===== src/sv/ipdd_pkg.sv =====
`default_nettype none
// ----------------------------------------------------------------------------
// ipdd_pkg
// shared widths, register indexes, reset values and types of the
// pulse-distance infrared frame decoder
// ----------------------------------------------------------------------------
package ipdd_pkg;

    localparam int IntervalW = 16;
    localparam int CfgDataW  = 16;
    localparam int CfgAddrW  = 3;
    localparam int FrameW    = 32;
    localparam int ByteW     = 8;

    localparam int FrameBitsDefault = 32;

    // register indexes on the configuration channel
    localparam logic [CfgAddrW-1:0] CfgLeaderMin = 3'd0;
    localparam logic [CfgAddrW-1:0] CfgLeaderMax = 3'd1;
    localparam logic [CfgAddrW-1:0] CfgOneMin    = 3'd2;
    localparam logic [CfgAddrW-1:0] CfgOneMax    = 3'd3;
    localparam logic [CfgAddrW-1:0] CfgZeroMin   = 3'd4;
    localparam logic [CfgAddrW-1:0] CfgZeroMax   = 3'd5;

    localparam logic [CfgDataW-1:0] LeaderMinRst = 16'd1300;
    localparam logic [CfgDataW-1:0] LeaderMaxRst = 16'd1400;
    localparam logic [CfgDataW-1:0] OneMinRst    = 16'd220;
    localparam logic [CfgDataW-1:0] OneMaxRst    = 16'd230;
    localparam logic [CfgDataW-1:0] ZeroMinRst   = 16'd105;
    localparam logic [CfgDataW-1:0] ZeroMaxRst   = 16'd120;

    typedef struct packed {
        logic [CfgDataW-1:0] leader_min;
        logic [CfgDataW-1:0] leader_max;
        logic [CfgDataW-1:0] one_min;
        logic [CfgDataW-1:0] one_max;
        logic [CfgDataW-1:0] zero_min;
        logic [CfgDataW-1:0] zero_max;
    } t_windows;

    typedef struct packed {
        logic leader;
        logic one;
        logic zero;
    } t_match;

endpackage
`default_nettype wire


===== src/sv/ipdd_if.sv =====
`default_nettype none
// ----------------------------------------------------------------------------
// ipdd channel interfaces
// valid/ready channels for intervals, decoded results and register writes
// ----------------------------------------------------------------------------
interface ipdd_in_if;
    logic                           valid;
    logic                           ready;
    logic [ipdd_pkg::IntervalW-1:0] interval;

    modport source (output valid, output interval, input ready);
    modport sink   (input valid, input interval, output ready);
endinterface

interface ipdd_out_if;
    logic                       valid;
    logic                       ready;
    logic                       frame_done;
    logic [ipdd_pkg::ByteW-1:0] command;
    logic                       command_valid;
    logic [ipdd_pkg::ByteW-1:0] address;

    modport source (output valid, output frame_done, output command,
                    output command_valid, output address, input ready);
    modport sink   (input valid, input frame_done, input command,
                    input command_valid, input address, output ready);
endinterface

interface ipdd_cfg_if;
    logic                          valid;
    logic                          ready;
    logic [ipdd_pkg::CfgAddrW-1:0] addr;
    logic [ipdd_pkg::CfgDataW-1:0] data;

    modport source (output valid, output addr, output data, input ready);
    modport sink   (input valid, input addr, input data, output ready);
endinterface
`default_nettype wire


===== src/sv/ipdd_cfg_regs.sv =====
`default_nettype none
// ----------------------------------------------------------------------------
// ipdd_cfg_regs
// window bound registers, written over the configuration channel
// ----------------------------------------------------------------------------
module ipdd_cfg_regs (
    input  wire logic         i_clk,
    input  wire logic         i_rst_n,
    ipdd_cfg_if.sink          i_cfg,
    output ipdd_pkg::t_windows o_windows
);

    ipdd_pkg::t_windows r_windows;
    logic               w_wr;

    assign i_cfg.ready = 1'b1;
    assign w_wr        = i_cfg.valid;
    assign o_windows   = r_windows;

    always_ff @(posedge i_clk) begin
        if (!i_rst_n) begin
            r_windows.leader_min <= ipdd_pkg::LeaderMinRst;
            r_windows.leader_max <= ipdd_pkg::LeaderMaxRst;
            r_windows.one_min    <= ipdd_pkg::OneMinRst;
            r_windows.one_max    <= ipdd_pkg::OneMaxRst;
            r_windows.zero_min   <= ipdd_pkg::ZeroMinRst;
            r_windows.zero_max   <= ipdd_pkg::ZeroMaxRst;
        end else if (w_wr) begin
            unique case (i_cfg.addr)
                ipdd_pkg::CfgLeaderMin: r_windows.leader_min <= i_cfg.data;
                ipdd_pkg::CfgLeaderMax: r_windows.leader_max <= i_cfg.data;
                ipdd_pkg::CfgOneMin:    r_windows.one_min    <= i_cfg.data;
                ipdd_pkg::CfgOneMax:    r_windows.one_max    <= i_cfg.data;
                ipdd_pkg::CfgZeroMin:   r_windows.zero_min   <= i_cfg.data;
                ipdd_pkg::CfgZeroMax:   r_windows.zero_max   <= i_cfg.data;
                default: begin
                    // unmapped index, write dropped
                end
            endcase
        end
    end

endmodule
`default_nettype wire


===== src/sv/ipdd_window_cmp.sv =====
`default_nettype none
// ----------------------------------------------------------------------------
// ipdd_window_cmp
// classifies one interval against the leader, one and zero windows
// ----------------------------------------------------------------------------
module ipdd_window_cmp (
    input  wire logic [ipdd_pkg::IntervalW-1:0] i_interval,
    input  wire ipdd_pkg::t_windows             i_windows,
    output ipdd_pkg::t_match                    o_match
);

    // bounds are exclusive, an empty or inverted window never matches
    always_comb begin
        o_match.leader = (i_interval > i_windows.leader_min) &&
                         (i_interval < i_windows.leader_max);
        o_match.one    = (i_interval > i_windows.one_min) &&
                         (i_interval < i_windows.one_max);
        o_match.zero   = (i_interval > i_windows.zero_min) &&
                         (i_interval < i_windows.zero_max);
    end

endmodule
`default_nettype wire


===== src/sv/ipdd_frame_core.sv =====
`default_nettype none
// ----------------------------------------------------------------------------
// ipdd_frame_core
// frame shift register, arm flag and bit counter, plus the result register
// ----------------------------------------------------------------------------
module ipdd_frame_core #(
    parameter int FRAME_BITS = ipdd_pkg::FrameBitsDefault
) (
    input  wire logic                       i_clk,
    input  wire logic                       i_rst_n,
    input  wire logic                       i_adv,
    input  wire ipdd_pkg::t_match           i_match,
    output logic                            o_frame_done,
    output logic [ipdd_pkg::ByteW-1:0]      o_command,
    output logic                            o_command_valid,
    output logic [ipdd_pkg::ByteW-1:0]      o_address
);

    localparam int CntW = $clog2(FRAME_BITS + 1);

    logic [ipdd_pkg::FrameW-1:0] r_shift;
    logic [ipdd_pkg::FrameW-1:0] n_shift;
    logic                        r_armed;
    logic                        n_armed;
    logic [CntW-1:0]             r_count;
    logic [CntW-1:0]             n_count;
    logic                        n_done;
    logic                        w_take;

    logic                        r_frame_done;
    logic [ipdd_pkg::ByteW-1:0]  r_command;
    logic                        r_command_valid;
    logic [ipdd_pkg::ByteW-1:0]  r_address;

    assign w_take = !i_match.leader && r_armed && (i_match.one || i_match.zero);

    always_comb begin
        n_shift = r_shift;
        n_armed = r_armed;
        n_count = r_count;
        n_done  = 1'b0;
        priority if (i_match.leader) begin
            // leader rearms, frame bits are kept
            n_armed = 1'b1;
            n_count = '0;
        end else if (w_take) begin
            n_shift = {i_match.one, r_shift[ipdd_pkg::FrameW-1:1]};
            n_count = r_count + CntW'(1);
            if (n_count == CntW'(FRAME_BITS)) begin
                n_done  = 1'b1;
                n_armed = 1'b0;
                n_count = '0;
            end
        end else begin
            // not armed or no window matched, state holds
            n_count = r_count;
        end
    end

    always_ff @(posedge i_clk) begin
        if (!i_rst_n) begin
            r_shift <= '0;
            r_armed <= 1'b0;
            r_count <= '0;
        end else if (i_adv) begin
            r_shift <= n_shift;
            r_armed <= n_armed;
            r_count <= n_count;
        end
    end

    // result fields read fixed bit positions and are zero without a frame
    always_ff @(posedge i_clk) begin
        if (i_adv) begin
            r_frame_done    <= n_done;
            r_command       <= n_done ? n_shift[23:16] : '0;
            r_command_valid <= n_done && (n_shift[23:16] == ~n_shift[31:24]);
            r_address       <= n_done ? n_shift[7:0] : '0;
        end
    end

    assign o_frame_done    = r_frame_done;
    assign o_command       = r_command;
    assign o_command_valid = r_command_valid;
    assign o_address       = r_address;

`ifndef SYNTH
    a_count_range: assert property (@(posedge i_clk) disable iff (!i_rst_n)
        r_count < CntW'(FRAME_BITS))
        else $error("bit count reached frame length");

    a_idle_count: assert property (@(posedge i_clk) disable iff (!i_rst_n)
        !r_armed |-> r_count == '0)
        else $error("bit count nonzero while disarmed");

    a_done_disarms: assert property (@(posedge i_clk) disable iff (!i_rst_n)
        (i_adv && n_done) |=> (!r_armed && r_frame_done))
        else $error("finished frame did not disarm");

    a_quiet_fields: assert property (@(posedge i_clk) disable iff (!i_rst_n)
        $past(i_adv) && !r_frame_done |->
            (r_command == '0 && !r_command_valid && r_address == '0))
        else $error("result fields set without a finished frame");
`endif

endmodule
`default_nettype wire


===== src/sv/ir_pulse_distance_decoder_core.sv =====
// data path: an accepted interval is registered in the interval register, and its
// result is registered in the result register once the result slot is free
// throughput: one interval per cycle; a stalled result holds both stages
// reset: synchronous active-low i_rst_n clears both stages, disarms the
// decoder, empties the frame and reloads the default window bounds
`default_nettype none
// ----------------------------------------------------------------------------
// ir_pulse_distance_decoder_core
// pulse-distance infrared frame decoder: interval register, window compare,
// frame state update and result register
// ----------------------------------------------------------------------------
module ir_pulse_distance_decoder_core #(
    parameter int FRAME_BITS = ipdd_pkg::FrameBitsDefault
) (
    input  wire logic i_clk,
    input  wire logic i_rst_n,
    ipdd_in_if.sink   i_in,
    ipdd_cfg_if.sink  i_cfg,
    ipdd_out_if.source o_out
);

    logic                           r_in_valid;
    logic [ipdd_pkg::IntervalW-1:0] r_interval;
    logic                           r_out_valid;
    logic                           w_out_free;
    logic                           w_adv;
    ipdd_pkg::t_windows             w_windows;
    ipdd_pkg::t_match               w_match;

    // result slot is free when empty or being taken this cycle
    assign w_out_free = !r_out_valid || o_out.ready;
    assign w_adv      = r_in_valid && w_out_free;
    assign i_in.ready = !r_in_valid || w_adv;

    always_ff @(posedge i_clk) begin
        if (!i_rst_n) begin
            r_in_valid <= 1'b0;
        end else if (i_in.ready) begin
            r_in_valid <= i_in.valid;
        end
    end

    always_ff @(posedge i_clk) begin
        if (i_in.ready && i_in.valid) begin
            r_interval <= i_in.interval;
        end
    end

    always_ff @(posedge i_clk) begin
        if (!i_rst_n) begin
            r_out_valid <= 1'b0;
        end else if (w_out_free) begin
            r_out_valid <= w_adv;
        end
    end

    ipdd_cfg_regs u_cfg_regs (
        .i_clk     (i_clk),
        .i_rst_n   (i_rst_n),
        .i_cfg     (i_cfg),
        .o_windows (w_windows)
    );

    ipdd_window_cmp u_window_cmp (
        .i_interval (r_interval),
        .i_windows  (w_windows),
        .o_match    (w_match)
    );

    ipdd_frame_core #(
        .FRAME_BITS (FRAME_BITS)
    ) u_frame_core (
        .i_clk           (i_clk),
        .i_rst_n         (i_rst_n),
        .i_adv           (w_adv),
        .i_match         (w_match),
        .o_frame_done    (o_out.frame_done),
        .o_command       (o_out.command),
        .o_command_valid (o_out.command_valid),
        .o_address       (o_out.address)
    );

    assign o_out.valid = r_out_valid;

endmodule
`default_nettype wire

===== src/flat_wrapper.sv =====
// flat-port wrapper written by rule: the top's interface ports become plain ports
module ir_pulse_distance_decoder_core_flat 
#(
    parameter int FRAME_BITS = ipdd_pkg::FrameBitsDefault
)
  (i_clk, i_rst_n, i_in_valid, i_in_interval, i_in_ready, i_cfg_valid, i_cfg_addr, i_cfg_data, i_cfg_ready, o_out_valid, o_out_frame_done, o_out_command, o_out_command_valid, o_out_address, o_out_ready);
  ipdd_in_if i_in_i ();
  ipdd_cfg_if i_cfg_i ();
  ipdd_out_if o_out_i ();
  input  wire logic i_clk;
  input  wire logic i_rst_n;
  input wire logic [$bits(i_in_i.valid)-1:0] i_in_valid;
  input wire logic [$bits(i_in_i.interval)-1:0] i_in_interval;
  output wire logic [$bits(i_in_i.ready)-1:0] i_in_ready;
  input wire logic [$bits(i_cfg_i.valid)-1:0] i_cfg_valid;
  input wire logic [$bits(i_cfg_i.addr)-1:0] i_cfg_addr;
  input wire logic [$bits(i_cfg_i.data)-1:0] i_cfg_data;
  output wire logic [$bits(i_cfg_i.ready)-1:0] i_cfg_ready;
  output wire logic [$bits(o_out_i.valid)-1:0] o_out_valid;
  output wire logic [$bits(o_out_i.frame_done)-1:0] o_out_frame_done;
  output wire logic [$bits(o_out_i.command)-1:0] o_out_command;
  output wire logic [$bits(o_out_i.command_valid)-1:0] o_out_command_valid;
  output wire logic [$bits(o_out_i.address)-1:0] o_out_address;
  input wire logic [$bits(o_out_i.ready)-1:0] o_out_ready;
  assign i_in_i.valid = i_in_valid;
  assign i_in_i.interval = i_in_interval;
  assign i_in_ready = i_in_i.ready;
  assign i_cfg_i.valid = i_cfg_valid;
  assign i_cfg_i.addr = i_cfg_addr;
  assign i_cfg_i.data = i_cfg_data;
  assign i_cfg_ready = i_cfg_i.ready;
  assign o_out_valid = o_out_i.valid;
  assign o_out_frame_done = o_out_i.frame_done;
  assign o_out_command = o_out_i.command;
  assign o_out_command_valid = o_out_i.command_valid;
  assign o_out_address = o_out_i.address;
  assign o_out_i.ready = o_out_ready;
  ir_pulse_distance_decoder_core #(.FRAME_BITS(FRAME_BITS)) u_core (.i_clk(i_clk), .i_rst_n(i_rst_n), .i_in(i_in_i), .i_cfg(i_cfg_i), .o_out(o_out_i));
endmodule

===== config.mk =====
export PLATFORM = sky130hd
export DESIGN_NAME = ir_pulse_distance_decoder_core_flat
export DESIGN_NICKNAME = d
export VERILOG_FILES = /design/src/sv/ipdd_pkg.sv /design/src/sv/ipdd_if.sv /design/src/sv/ipdd_cfg_regs.sv /design/src/sv/ipdd_window_cmp.sv /design/src/sv/ipdd_frame_core.sv /design/src/sv/ir_pulse_distance_decoder_core.sv /design/src/flat_wrapper.sv
export SDC_FILE = /design/constraint.sdc
export NUM_CORES = 1
export LEC_CHECK = 0
export BUFFER_PORTS_ARGS = -buffer_cell sky130_fd_sc_hd__buf_2
export CAP_MARGIN = 20
export CORE_MARGIN = 2
export CORE_UTILIZATION = 30
export CTS_BUF_LIST = sky130_fd_sc_hd__clkbuf_2
export CTS_CLUSTER_SIZE = 14
export DETAILED_ROUTE_END_ITERATION = 8
export GPL_TIMING_DRIVEN = 0
export REMOVE_ABC_BUFFERS = 1
export SYNTH_ARGS = -nofsm -noshare
export SYNTH_HDL_FRONTEND = slang
export SYNTH_SLANG_ARGS = --single-unit

===== constraint.sdc =====
create_clock -name i_clk -period 2.9 [get_ports i_clk]
set_input_delay 0.58 -clock i_clk [delete_from_list [all_inputs] [get_ports i_clk]]
set_output_delay 0.58 -clock i_clk [all_outputs]
set_load 0.02 [all_outputs]

==> results.txt, run 1 <==
R2r endpoint - u_core.u_frame_core.r_armed
Port bufs - 59
Worst relative slew slack - 0.3170
GRT overflow - 0
DRC viols - 0
Routed Wire Length - 22.65 mm
Clk root buf - clkbuf_2
Yosys cell types - 59
Crit path setup slack, layout - -0.01363 ns
Highest Clock Rate - 343.2 MHz
Pin count of the biggest net entering global routing - 44
Pre-antenna DRT Iters - 5
HPWL after detailed placement - 14.63 mm
Worst Tran Pin Value - 1.024 ns
Initial Utilization - 0.3033
Synthesized area per cell - 8.852 um^2
Switch Pwr - 1.342 mW
Seq pwr share - 0.557
Period minus WS final - 2.914 ns
Hold Path Class - in -> reg
CTS tree - yes
Sw frac - 0.2977
Synth Instances - 981
YS warnings - 0
Worst r2r src - u_core.r_interval[14]
First-pass GRT wire length - 35.05 mm
Crit path kind - reg -> reg
CTS H-tree depth - 4
R2R Setup Slk - -0.01 ns
Initial antenna violation count - 1
Failing checks - negative setup slack
Core area - 28630 um^2
Hold path startpoint - i_in_valid
Setup crit end kind - register
Share of the synthesized area in the top cell type - 0.3135
Cell Int Power - 3.166 mW
P_leak - 4.246 nW
Crit share post-route - 1.005
Final setup fails - 9
Num CTS Buffers - 17
Wire per inst - 15.19 um
Vias per inst - 4.731
Ratio of cells with drive above 1 in the final layout - 0.1763
CTS max path bufs - 2
Reg2Reg Depth - 11
CP arrival - 3.59 ns
Non-Filler Instances - 1491
Most common library cell in the layout ignoring fill and taps - nand2_1
Post-Syn Area - 8683 um^2
Std cell rows - 62
Clk sinks - 170
Worst Hold End - u_core.r_in_valid
Power density cells - 424.2 nW/um^2
Clock slew at reported path FFs - 0.28 ns
CP Max Fanout - 8
RSZ-0062 raised after global routing - true
Top_reg_cell synth - dfxtp_1
Clock share of power - 0.302
Overall Power - 4.508 mW
GPL Wtd Cong - 0.8275
Most frequent cells in the layout - nand2_1 (224), dfxtp_1 (136), a21oi_1 (104)
Largest area contributor in the netlist - dfxtp_1
Fin. max-slew vios - 0
Starting DRC count in detailed routing - 383
Most area-consuming cells after synthesis - dfxtp_1 (31%), ha_1 (14%), edfxtp_1 (12%), nand2_1 (9.7%), a21oi_1 (6.1%)
Max incr delay on CP - 0.56 ns
Max rail drop VDD - 228.7 uV
Fin nets - 1228
Critical path depth - 11
Hold WS - 0.06526 ns
Die Ht - 174.1 um
Vias in the first global route - 6715
Area of the die - 30320 um^2
Crit path cell chain - ha_1 > nand4_1 > buf_4 > nor2_1 > o2bb2ai_2 > o41ai_4 > o32ai_4 > buf_12 > buf_6 > and4_1 > a211oi_1
GRT Overall Usage - 0.1469
Worst skew pair latency - 0.78 ns
Synth-to-Final Area Change - 22.36%
Antenna-violating nets left - 0
Max stage delay cell, worst path - edfxtp_1
Fin util - 0.3712
Buf+Inv Stages, Crit Path - 3
Top delay family on crit path - compound AO/OA/AOI/OAI gates
Vias - 7054
Post-synth EDFFs - 34
Startpoint class of the critical path - register
Clock Skew - 0.05982 ns
I/O pins - 61
Outcome - complete, but fails checks
Placed insts - 1385
CP required - 3.58 ns
Post-synthesis sequential area ratio - 0.4311
Yosys reg bits - 170
Final Hold Viols - 0
Comb power frac - 0.140
Maxcap violations - 0
Hold path cells - 3
Asr flop ratio synth - 0
Die width - 174.1 um
## power groups by stage
stage / combinational (mW) / clock, mW / sequential, mW
floorplan: 0.278 / 0 / 2.57
global placement: 0.462 / 0 / 2.58
finish: 0.632 / 1.36 / 2.51
detailed placement: 0.481 / 0 / 2.58
CTS: 0.559 / 1.41 / 2.52
global route: 0.705 / 1.49 / 2.52
## worst min-delay path, stage by stage
cell	delay, ns
buf_2	0.08
a21oi_1	0.03
nor2_1	0.07
## layer usage
layer,up-vias,GRT usage,wire (um)
li1,3605,-,-
met1,3302,0.2018,11140
met2,128,0.2387,10420
met3,19,0.02537,811
met4,0,0.03852,272
met5,-,0,0
## cell families after synthesis
logic type,Yosys count,share of synthesized area
buffers and inverters,140,0.06571
AO/OA/AOI/OAI,191,0.1383
other,1,0.0004319
multiplexers,33,0.03818
flip-flops,170,0.4311
adder cells (fa/ha/maj),95,0.1369
AND/OR/NAND/NOR,343,0.1813
XOR/XNOR,8,0.008069
## worst max-delay path by stage
stage,startpoint,to,slack [ns]
finish,u_core.r_interval[14],u_core.u_frame_core.r_armed,-0.01
CTS,u_core.r_interval[13],u_core.u_frame_core.r_armed,-0.004
global route,u_core.r_interval[1],u_core.u_frame_core.r_armed,-0.12
detailed placement,u_core.r_interval[15],u_core.u_frame_core.r_shift[17],-0.83
global placement,i_rst_n,u_core.u_frame_core.r_count[1],-1.35
floorplan,u_core.r_interval[14],u_core.u_frame_core.r_count[1],0.14
## timing repair
item,4_1_cts,5_1_grt
pin swaps,8,19
resized for setup,21,37
hold endpoints to repair,22,0
setup endpoints to repair,56,56
hold buffers,20,0
buffers inserted,28,23
cloned,1,1
## area by class of cell
cell class,instances,area (um^2)
inverter,97,365.4
fill,2873,18000
tap,384,480.5
antenna,1,2.502
multi-input combinational,672,4728
timing repair buffer,135,1057
clock buffer,18,90.09
clock inverter,14,157.7
sequential,170,3744
## sequential cells by signal (all words and copies together), names as in the netlist, 6 cells and up
name                           flops
u_core.u_frame_core.o_address      8
u_core.u_frame_core.o_command      8
u_core.r_interval                 16
u_core.u_frame_core.r_shift       31
u_core.u_cfg_regs.o_windows       96
u_core.u_frame_core.r_count        6
## synth_stat cells (all sizes together) (3+ instances only)
library cell / count
nand2: 225
nor2b: 8
inv: 96
xnor2: 8
edfxtp: 34
or3: 4
a211oi: 6
and4: 5
a221oi: 3
a21o: 6
nor2: 19
clkbuf: 31
nand3: 19
o2111ai: 3
mux2i: 32
o211ai: 33
ha: 95
nor3: 6
o21ai: 17
nor4: 3
and3: 5
dfxtp: 136
nand4: 18
a21oi: 107
and2: 21
buf: 12
## metrics by stage
stage / worst slack, ns / setup TNS [ns] / cell area, um^2
3_5_place_dp: -0.8333 / -35.74 / 9318
5_1_grt: -0.1237 / -3.219 / 10630
4_1_cts: -0.003870 / -0.003870 / 10170
3_3_place_gp: -1.350 / -101.59 / 9253
6_report: -0.01363 / -0.05556 / 10630
2_1_floorplan: 0.1407 / 0 / 8477
Note: power is estimated with default switching activity, not from simulation.
==> run 2: changes to the inputs <==
Settings changed: CTS_BUF_LIST sky130_fd_sc_hd__clkbuf_2 to default.
==> run 2 against run 1 <==
The run now ends clean. Count of clock-buffer cells in the layout increased by 2. Die area stayed put. Via count decreased by 1.1%. First-iteration DRC count grew 22%. Critical path depth stayed put. Total power is 20% higher. Sequential share of layout area barely moved. Design area about the same. Wire length fell by 0.92%. Non-clock buffer count is 27 lower. Critical endpoint unchanged.
==> results.txt, run 2 (synthesized netlist as in run 1, its figures left out) <==
Max rail drop VDD - 385.7 uV (was 228.7 uV)
Worst relative slew slack - 0.3403 (was 0.3170)
Most frequent cells in the layout - nand2_1 (223), dfxtp_1 (136), a21oi_1 (103) (was nand2_1 (224), dfxtp_1 (136), a21oi_1 (104))
Final Hold Viols - 0 (unchanged)
Final setup fails - 0 (was 9)
Max reg flops - 96 (unchanged)
Maxcap violations - 0 (unchanged)
Pin count of the biggest net entering global routing - 44 (unchanged)
Setup TNS Final - 0 ns (was -0.05556 ns)
CP Max Fanout - 8 (unchanged)
First-pass GRT wire length - 35.17 mm (was 35.05 mm)
Wire per inst - 15.34 um (was 15.19 um)
Vias in the first global route - 6691 (was 6715)
Pre-antenna DRT Iters - 5 (unchanged)
I/O pins - 61 (unchanged)
Worst Tran Pin Value - 0.9895 ns (was 1.024 ns)
RSZ-0062 raised after global routing - true (unchanged)
Post-CTS Hold Buffers - 0 (was 20)
Initial antenna violation count - 0 (was 1)
Crit share post-route - 0.9943 (was 1.005)
Crit path setup slack, layout - 0.01655 ns (was -0.01363 ns)
Area of the die - 30320 um^2 (unchanged)
Fin. max-slew vios - 0 (unchanged)
Setup crit end kind - register (unchanged)
Period minus WS final - 2.883 ns (was 2.914 ns)
Clock Skew - 0.01862 ns (was 0.05982 ns)
Startpoint class of the critical path - register (unchanged)
GPL Wtd Cong - 0.8275 (unchanged)
Antenna-violating nets left - 0 (unchanged)
Clock slew at reported path FFs - 0.08 ns (was 0.28 ns)
CTS max path bufs - 2 (unchanged)
Clk sinks - 170 (unchanged)
Hold WS - 0.3081 ns (was 0.06526 ns)
CTS tree - yes (unchanged)
Synth-to-Final Area Change - 22.28% (was 22.36%)
Starting DRC count in detailed routing - 468 (was 383)
Hold Path Class - in -> reg (unchanged)
Die Ht - 174.1 um (unchanged)
Most common library cell in the layout ignoring fill and taps - nand2_1 (unchanged)
Port bufs - 59 (unchanged)
Fillers - 2861 (was 2873)
Power density cells - 511.5 nW/um^2 (was 424.2 nW/um^2)
Placed insts - 1385 (unchanged)
Non-Filler Instances - 1463 (was 1491)
Core area - 28630 um^2 (unchanged)
Final instance area - 10620 um^2 (was 10630 um^2)
Worst skew pair latency - 0.44 ns (was 0.78 ns)
DP Worst Slack - -0.8333 ns (unchanged)
GRT Overall Usage - 0.1474 (was 0.1469)
Routed Wire Length - 22.44 mm (was 22.65 mm)
Clk root buf - clkbuf_16 (was clkbuf_2)
Highest Clock Rate - 346.8 MHz (was 343.2 MHz)
Num CTS Buffers - 17 (unchanged)
Number of diodes - 0 (was 1)
Crit path kind - reg -> reg (unchanged)
GRT overflow - 0 (unchanged)
CTS H-tree depth - 4 (unchanged)
Placed inst area - 9318 um^2 (unchanged)
Initial Utilization - 0.3033 (unchanged)
Footprint of the multi-input gates - 4663 um^2 (was 4728 um^2)
P_leak - 4.244 nW (was 4.246 nW)
Std cell rows - 62 (unchanged)
Fin nets - 1201 (was 1228)
Ratio of cells with drive above 1 in the final layout - 0.1715 (was 0.1763)
Register area - 3744 um^2 (unchanged)
Vias - 6974 (was 7054)
CP arrival - 3.23 ns (was 3.59 ns)
Outcome - finished, final reports clean (was complete, but fails checks)
HPWL after detailed placement - 14.63 mm (unchanged)
Vias per inst - 4.767 (was 4.731)
Die width - 174.1 um (unchanged)
CP required - 3.24 ns (was 3.58 ns)
DRC viols - 0 (unchanged)
run 2: cell count changes in the layout (fill, tap and decap cells not counted), moves of 2 or more:
cell and change:
a221oi_1 +2, a221oi_2 -2, buf_6 -5, clkbuf_16 +18, clkbuf_2 -18, dlygate4sd3_1 -20, ha_1 +5, ha_4 -5
nor2_1 -2, nor2_2 +2, o21ai_0 +4, o21ai_1 -4
run 2: metrics by stage:
| stage | power [mW] | utilization |
|---|---|---|
| floorplan | 2.850 | - |
| global placement | 3.038 | 0.3232 |
| detailed placement | 3.056 | 0.3255 |
| CTS | 5.434 | 0.3551 |
| global route | 5.639 | 0.3709 |
| finish | 5.431 | 0.3709 |
run 2: metal layers:
| layer | wire length [um] | vias to the layer above | track usage |
|---|---|---|---|
| li1 | - | 3550 | - |
| met4 | 327 | 0 | 0.04447 |
| met5 | 0 | - | 0 |
| met3 | 945 | 20 | 0.02537 |
| met1 | 10940 | 3264 | 0.1999 |
| met2 | 10220 | 140 | 0.2399 |
run 2: final cells by class:
| cell class | count | area share |
|---|---|---|
| clock buffer | 20 | 0.04407 |
| clock inverter | 12 | 0.01167 |
| inverter | 97 | 0.03441 |
| multi-input combinational | 672 | 0.4392 |
| sequential | 170 | 0.3526 |
| tap | 384 | 0.04525 |
| timing repair buffer | 108 | 0.07283 |
run 2: where the power goes:
part | leakage (nW) | internal (mW) | switching (mW)
combinational | 2.53 | 0.224 | 0.359
clock | 0.297 | 1.29 | 1.05
sequential | 1.42 | 2.47 | 0.0367
run 2: timing repair:
action	CTS	global route
gates cloned	1	1
pin swaps	6	19
gates resized for setup	11	35
setup endpoints to repair	56	56
buffers inserted	19	25
run 2: worst paths after layout:
check,slack [ns],end,cells past startpoint,startpoint
max,0.02,u_core.u_frame_core.r_armed,11,u_core.r_interval[11]
min,0.31,u_core.r_interval[0],1,i_in_interval[0]
max reg2reg,0.02,u_core.u_frame_core.r_armed,11,u_core.r_interval[11]
min reg2reg,0.45,u_core.u_cfg_regs.o_windows[58],2,u_core.u_cfg_regs.o_windows[58]
run 2: critical path, stage by stage (launching register included):
cell and delay (ns):
edfxtp_1 0.43, buf_4 0.16, ha_1 0.30, nand4_1 0.24
nor4_4 0.08, a21boi_4 0.15, o41ai_4 0.52, o32ai_4 0.18
buf_12 0.18, buf_4 0.16, and4_1 0.20, a211oi_1 0.19
==> run 3: changes to the inputs <==
Settings changed: SETUP_SLACK_MARGIN from default to 0.05, TNS_END_PERCENT from default to 30.
==> run 3 against run 2 <==
The flow now finishes with violations (negative setup slack). Worst setup slack worse by 0.019 ns. Sequential share of layout area is 0.67 points higher. Non-clock buffer count is 13 lower. Utilization is 0.69 points lower. Largest cell class unchanged. Wire length is 2.4% lower. Sequential cell count stayed put.
==> results.txt, run 3 (synthesized netlist as in run 1, its figures left out) <==
Clk sinks - 170 (unchanged)
Power density cells - 518.0 nW/um^2 (was 511.5 nW/um^2)
I/O pins - 61 (unchanged)
Die Ht - 174.1 um (unchanged)
GPL Wtd Cong - 0.8275 (unchanged)
GRT overflow - 0 (unchanged)
CTS H-tree depth - 4 (unchanged)
Crit path kind - reg -> reg (unchanged)
Switch Pwr - 1.431 mW (was 1.448 mW)
Final setup fails - 1 (was 0)
Wire per inst - 15.10 um (was 15.34 um)
Vias per inst - 4.757 (was 4.767)
CTS max path bufs - 2 (unchanged)
DP Worst Slack - -0.8333 ns (unchanged)
Max incr delay on CP - 0.54 ns (was 0.52 ns)
Fillers - 2864 (was 2861)
Vias - 6898 (was 6974)
Sw frac - 0.2652 (was 0.2666)
Clock slew at reported path FFs - 0.07 ns (was 0.08 ns)
Crit path cell chain - buf_6 > ha_4 > nand4_1 > buf_6 > nor4_4 > a21boi_4 > o41ai_4 > nor2_1 > a21oi_1 > o2111a_1 (was buf_4 > ha_1 > nand4_1 > nor4_4 > a21boi_4 > o41ai_4 > o32ai_4 > buf_12 > buf_4 > and4_1 > a211oi_1)
Startpoint class of the critical path - register (unchanged)
Max reg flops - 96 (unchanged)
DRC viols - 0 (unchanged)
Hold Path Class - in -> reg (unchanged)
Max stage delay cell, worst path - edfxtp_1 (was o41ai_4)
Num CTS Buffers - 17 (unchanged)
Starting DRC count in detailed routing - 407 (was 468)
Number of diodes - 0 (unchanged)
Buf+Inv Stages, Crit Path - 2 (was 3)
Placed insts - 1385 (unchanged)
Initial antenna violation count - 0 (unchanged)
Highest Clock Rate - 344.6 MHz (was 346.8 MHz)
P_leak - 4.171 nW (was 4.244 nW)
CP Max Fanout - 6 (was 8)
Maxcap violations - 0 (unchanged)
Synth-to-Final Area Change - 19.99% (was 22.28%)
Post-CTS Hold Buffers - 0 (unchanged)
Crit share post-route - 1.001 (was 0.9943)
Fin nets - 1188 (was 1201)
Outcome - complete, but fails checks (was finished, final reports clean)
Fin. max-slew vios - 0 (unchanged)
Pre-antenna DRT Iters - 4 (was 5)
CP arrival - 3.08 ns (was 3.23 ns)
HPWL after detailed placement - 14.63 mm (unchanged)
Most frequent cells in the layout - nand2_1 (224), dfxtp_1 (136), a21oi_1 (104) (was nand2_1 (223), dfxtp_1 (136), a21oi_1 (103))
Core area - 28630 um^2 (unchanged)
Max rail drop VDD - 384.4 uV (was 385.7 uV)
Period minus WS final - 2.902 ns (was 2.883 ns)
Initial Utilization - 0.3033 (unchanged)
Port bufs - 59 (unchanged)
Worst Tran Pin Value - 0.9965 ns (was 0.9895 ns)
Non-Filler Instances - 1450 (was 1463)
Cell mode on critical path - buf_6 (was buf_4)
Std cell rows - 62 (unchanged)
Seq pwr share - 0.465 (was 0.462)
Most common library cell in the layout ignoring fill and taps - nand2_1 (unchanged)
Clock Skew - 0.01789 ns (was 0.01862 ns)
Routed Wire Length - 21.90 mm (was 22.44 mm)
Area of the die - 30320 um^2 (unchanged)
CP required - 3.08 ns (was 3.24 ns)
Clock share of power - 0.432 (was 0.431)
Top delay family on crit path - compound AO/OA/AOI/OAI gates (unchanged)
Ratio of cells with drive above 1 in the final layout - 0.1520 (was 0.1715)
Setup crit end kind - register (unchanged)
Antenna-violating nets left - 0 (unchanged)
Worst skew pair latency - 0.44 ns (about the same)
Worst relative slew slack - 0.3357 (was 0.3403)
CTS tree - yes (unchanged)
GRT Overall Usage - 0.1474 (unchanged)
Comb power frac - 0.102 (was 0.107)
Pin count of the biggest net entering global routing - 44 (unchanged)
Cell Int Power - 3.966 mW (was 3.983 mW)
Vias in the first global route - 6691 (unchanged)
Clk root buf - clkbuf_16 (unchanged)
Crit path setup slack, layout - -0.002061 ns (was 0.01655 ns)
Failing checks - negative setup slack
First-pass GRT wire length - 35.16 mm (was 35.17 mm)
RSZ-0062 raised after global routing - true (unchanged)
Final Hold Viols - 0 (unchanged)
Die width - 174.1 um (unchanged)
==> run 3: path summary, 6_finish.rpt <==
path,from,to,slack (ns),cells past startpoint
setup / recovery,u_core.r_interval[13],u_core.u_frame_core.o_command_valid,-0.002,10
hold / removal,i_in_interval[0],u_core.r_interval[0],0.31,1
setup reg to reg,u_core.r_interval[13],u_core.u_frame_core.o_command_valid,-0.002,10
hold reg to reg,u_core.u_cfg_regs.o_windows[58],u_core.u_cfg_regs.o_windows[58],0.45,2
==> run 3: worst register-to-register path, stage by stage, from the launching register on <==
cell and delay, ns:
edfxtp_1 0.54, buf_6 0.19, ha_4 0.26, nand4_1 0.09, buf_6 0.15, nor4_4 0.38
a21boi_4 0.26, o41ai_4 0.14, nor2_1 0.27, a21oi_1 0.11, o2111a_1 0.26
==> run 3: power groups by stage <==
stage / registers (mW) / logic (mW) / clock network [mW]
3_3_place_gp: 2.58 / 0.462 / 0
5_1_grt: 2.52 / 0.624 / 2.47
6_report: 2.51 / 0.552 / 2.33
3_5_place_dp: 2.58 / 0.481 / 0
2_1_floorplan: 2.57 / 0.278 / 0
4_1_cts: 2.51 / 0.527 / 2.40
==> run 3: per-layer routing <==
metal / vias up / share of wire / global-route usage / wire length (um)
li1: 3529 / - / - / -
met4: 0 / 0.015 / 0.04517 / 324
met5: - / 0 / 0 / 0
met3: 17 / 0.038 / 0.02515 / 831
met1: 3219 / 0.49 / 0.2000 / 10710
met2: 133 / 0.46 / 0.2395 / 10030
==> run 3: timing repair <==
action / in CTS / in global routing
pin swaps: 7 / 5
setup buffers: 23 / 9
hold endpoints to repair: 0 / 0
endpoints found under the setup margin: 56 / 56
resized for setup: 18 / 18
gates cloned: 1 / 0
==> run 3: final cells by class <==
class,instances,area (um^2),area share
multi-input combinational,672,4583,0.4399
sequential,170,3744,0.3593
timing repair buffer,95,654.4,0.06281
tap,384,480.5,0.04612
clock buffer,20,467.9,0.04491
inverter,97,365.4,0.03507
clock inverter,12,123.9,0.01189
==> run 3: stage by stage <==
step / power (mW) / setup TNS (ns) / hold WS [ns] / instance area [um^2] / utilization
2_1_floorplan: 2.850 / 0 / 0.4318 / 8477 / -
3_3_place_gp: 3.038 / -101.59 / 0.4408 / 9253 / 0.3232
3_5_place_dp: 3.056 / -35.74 / 0.4467 / 9318 / 0.3255
4_1_cts: 5.446 / 0 / 0.2912 / 10250 / 0.3580
5_1_grt: 5.612 / -2.315 / 0.2985 / 10420 / 0.3640
6_report: 5.397 / -0.002061 / 0.3096 / 10420 / 0.3640
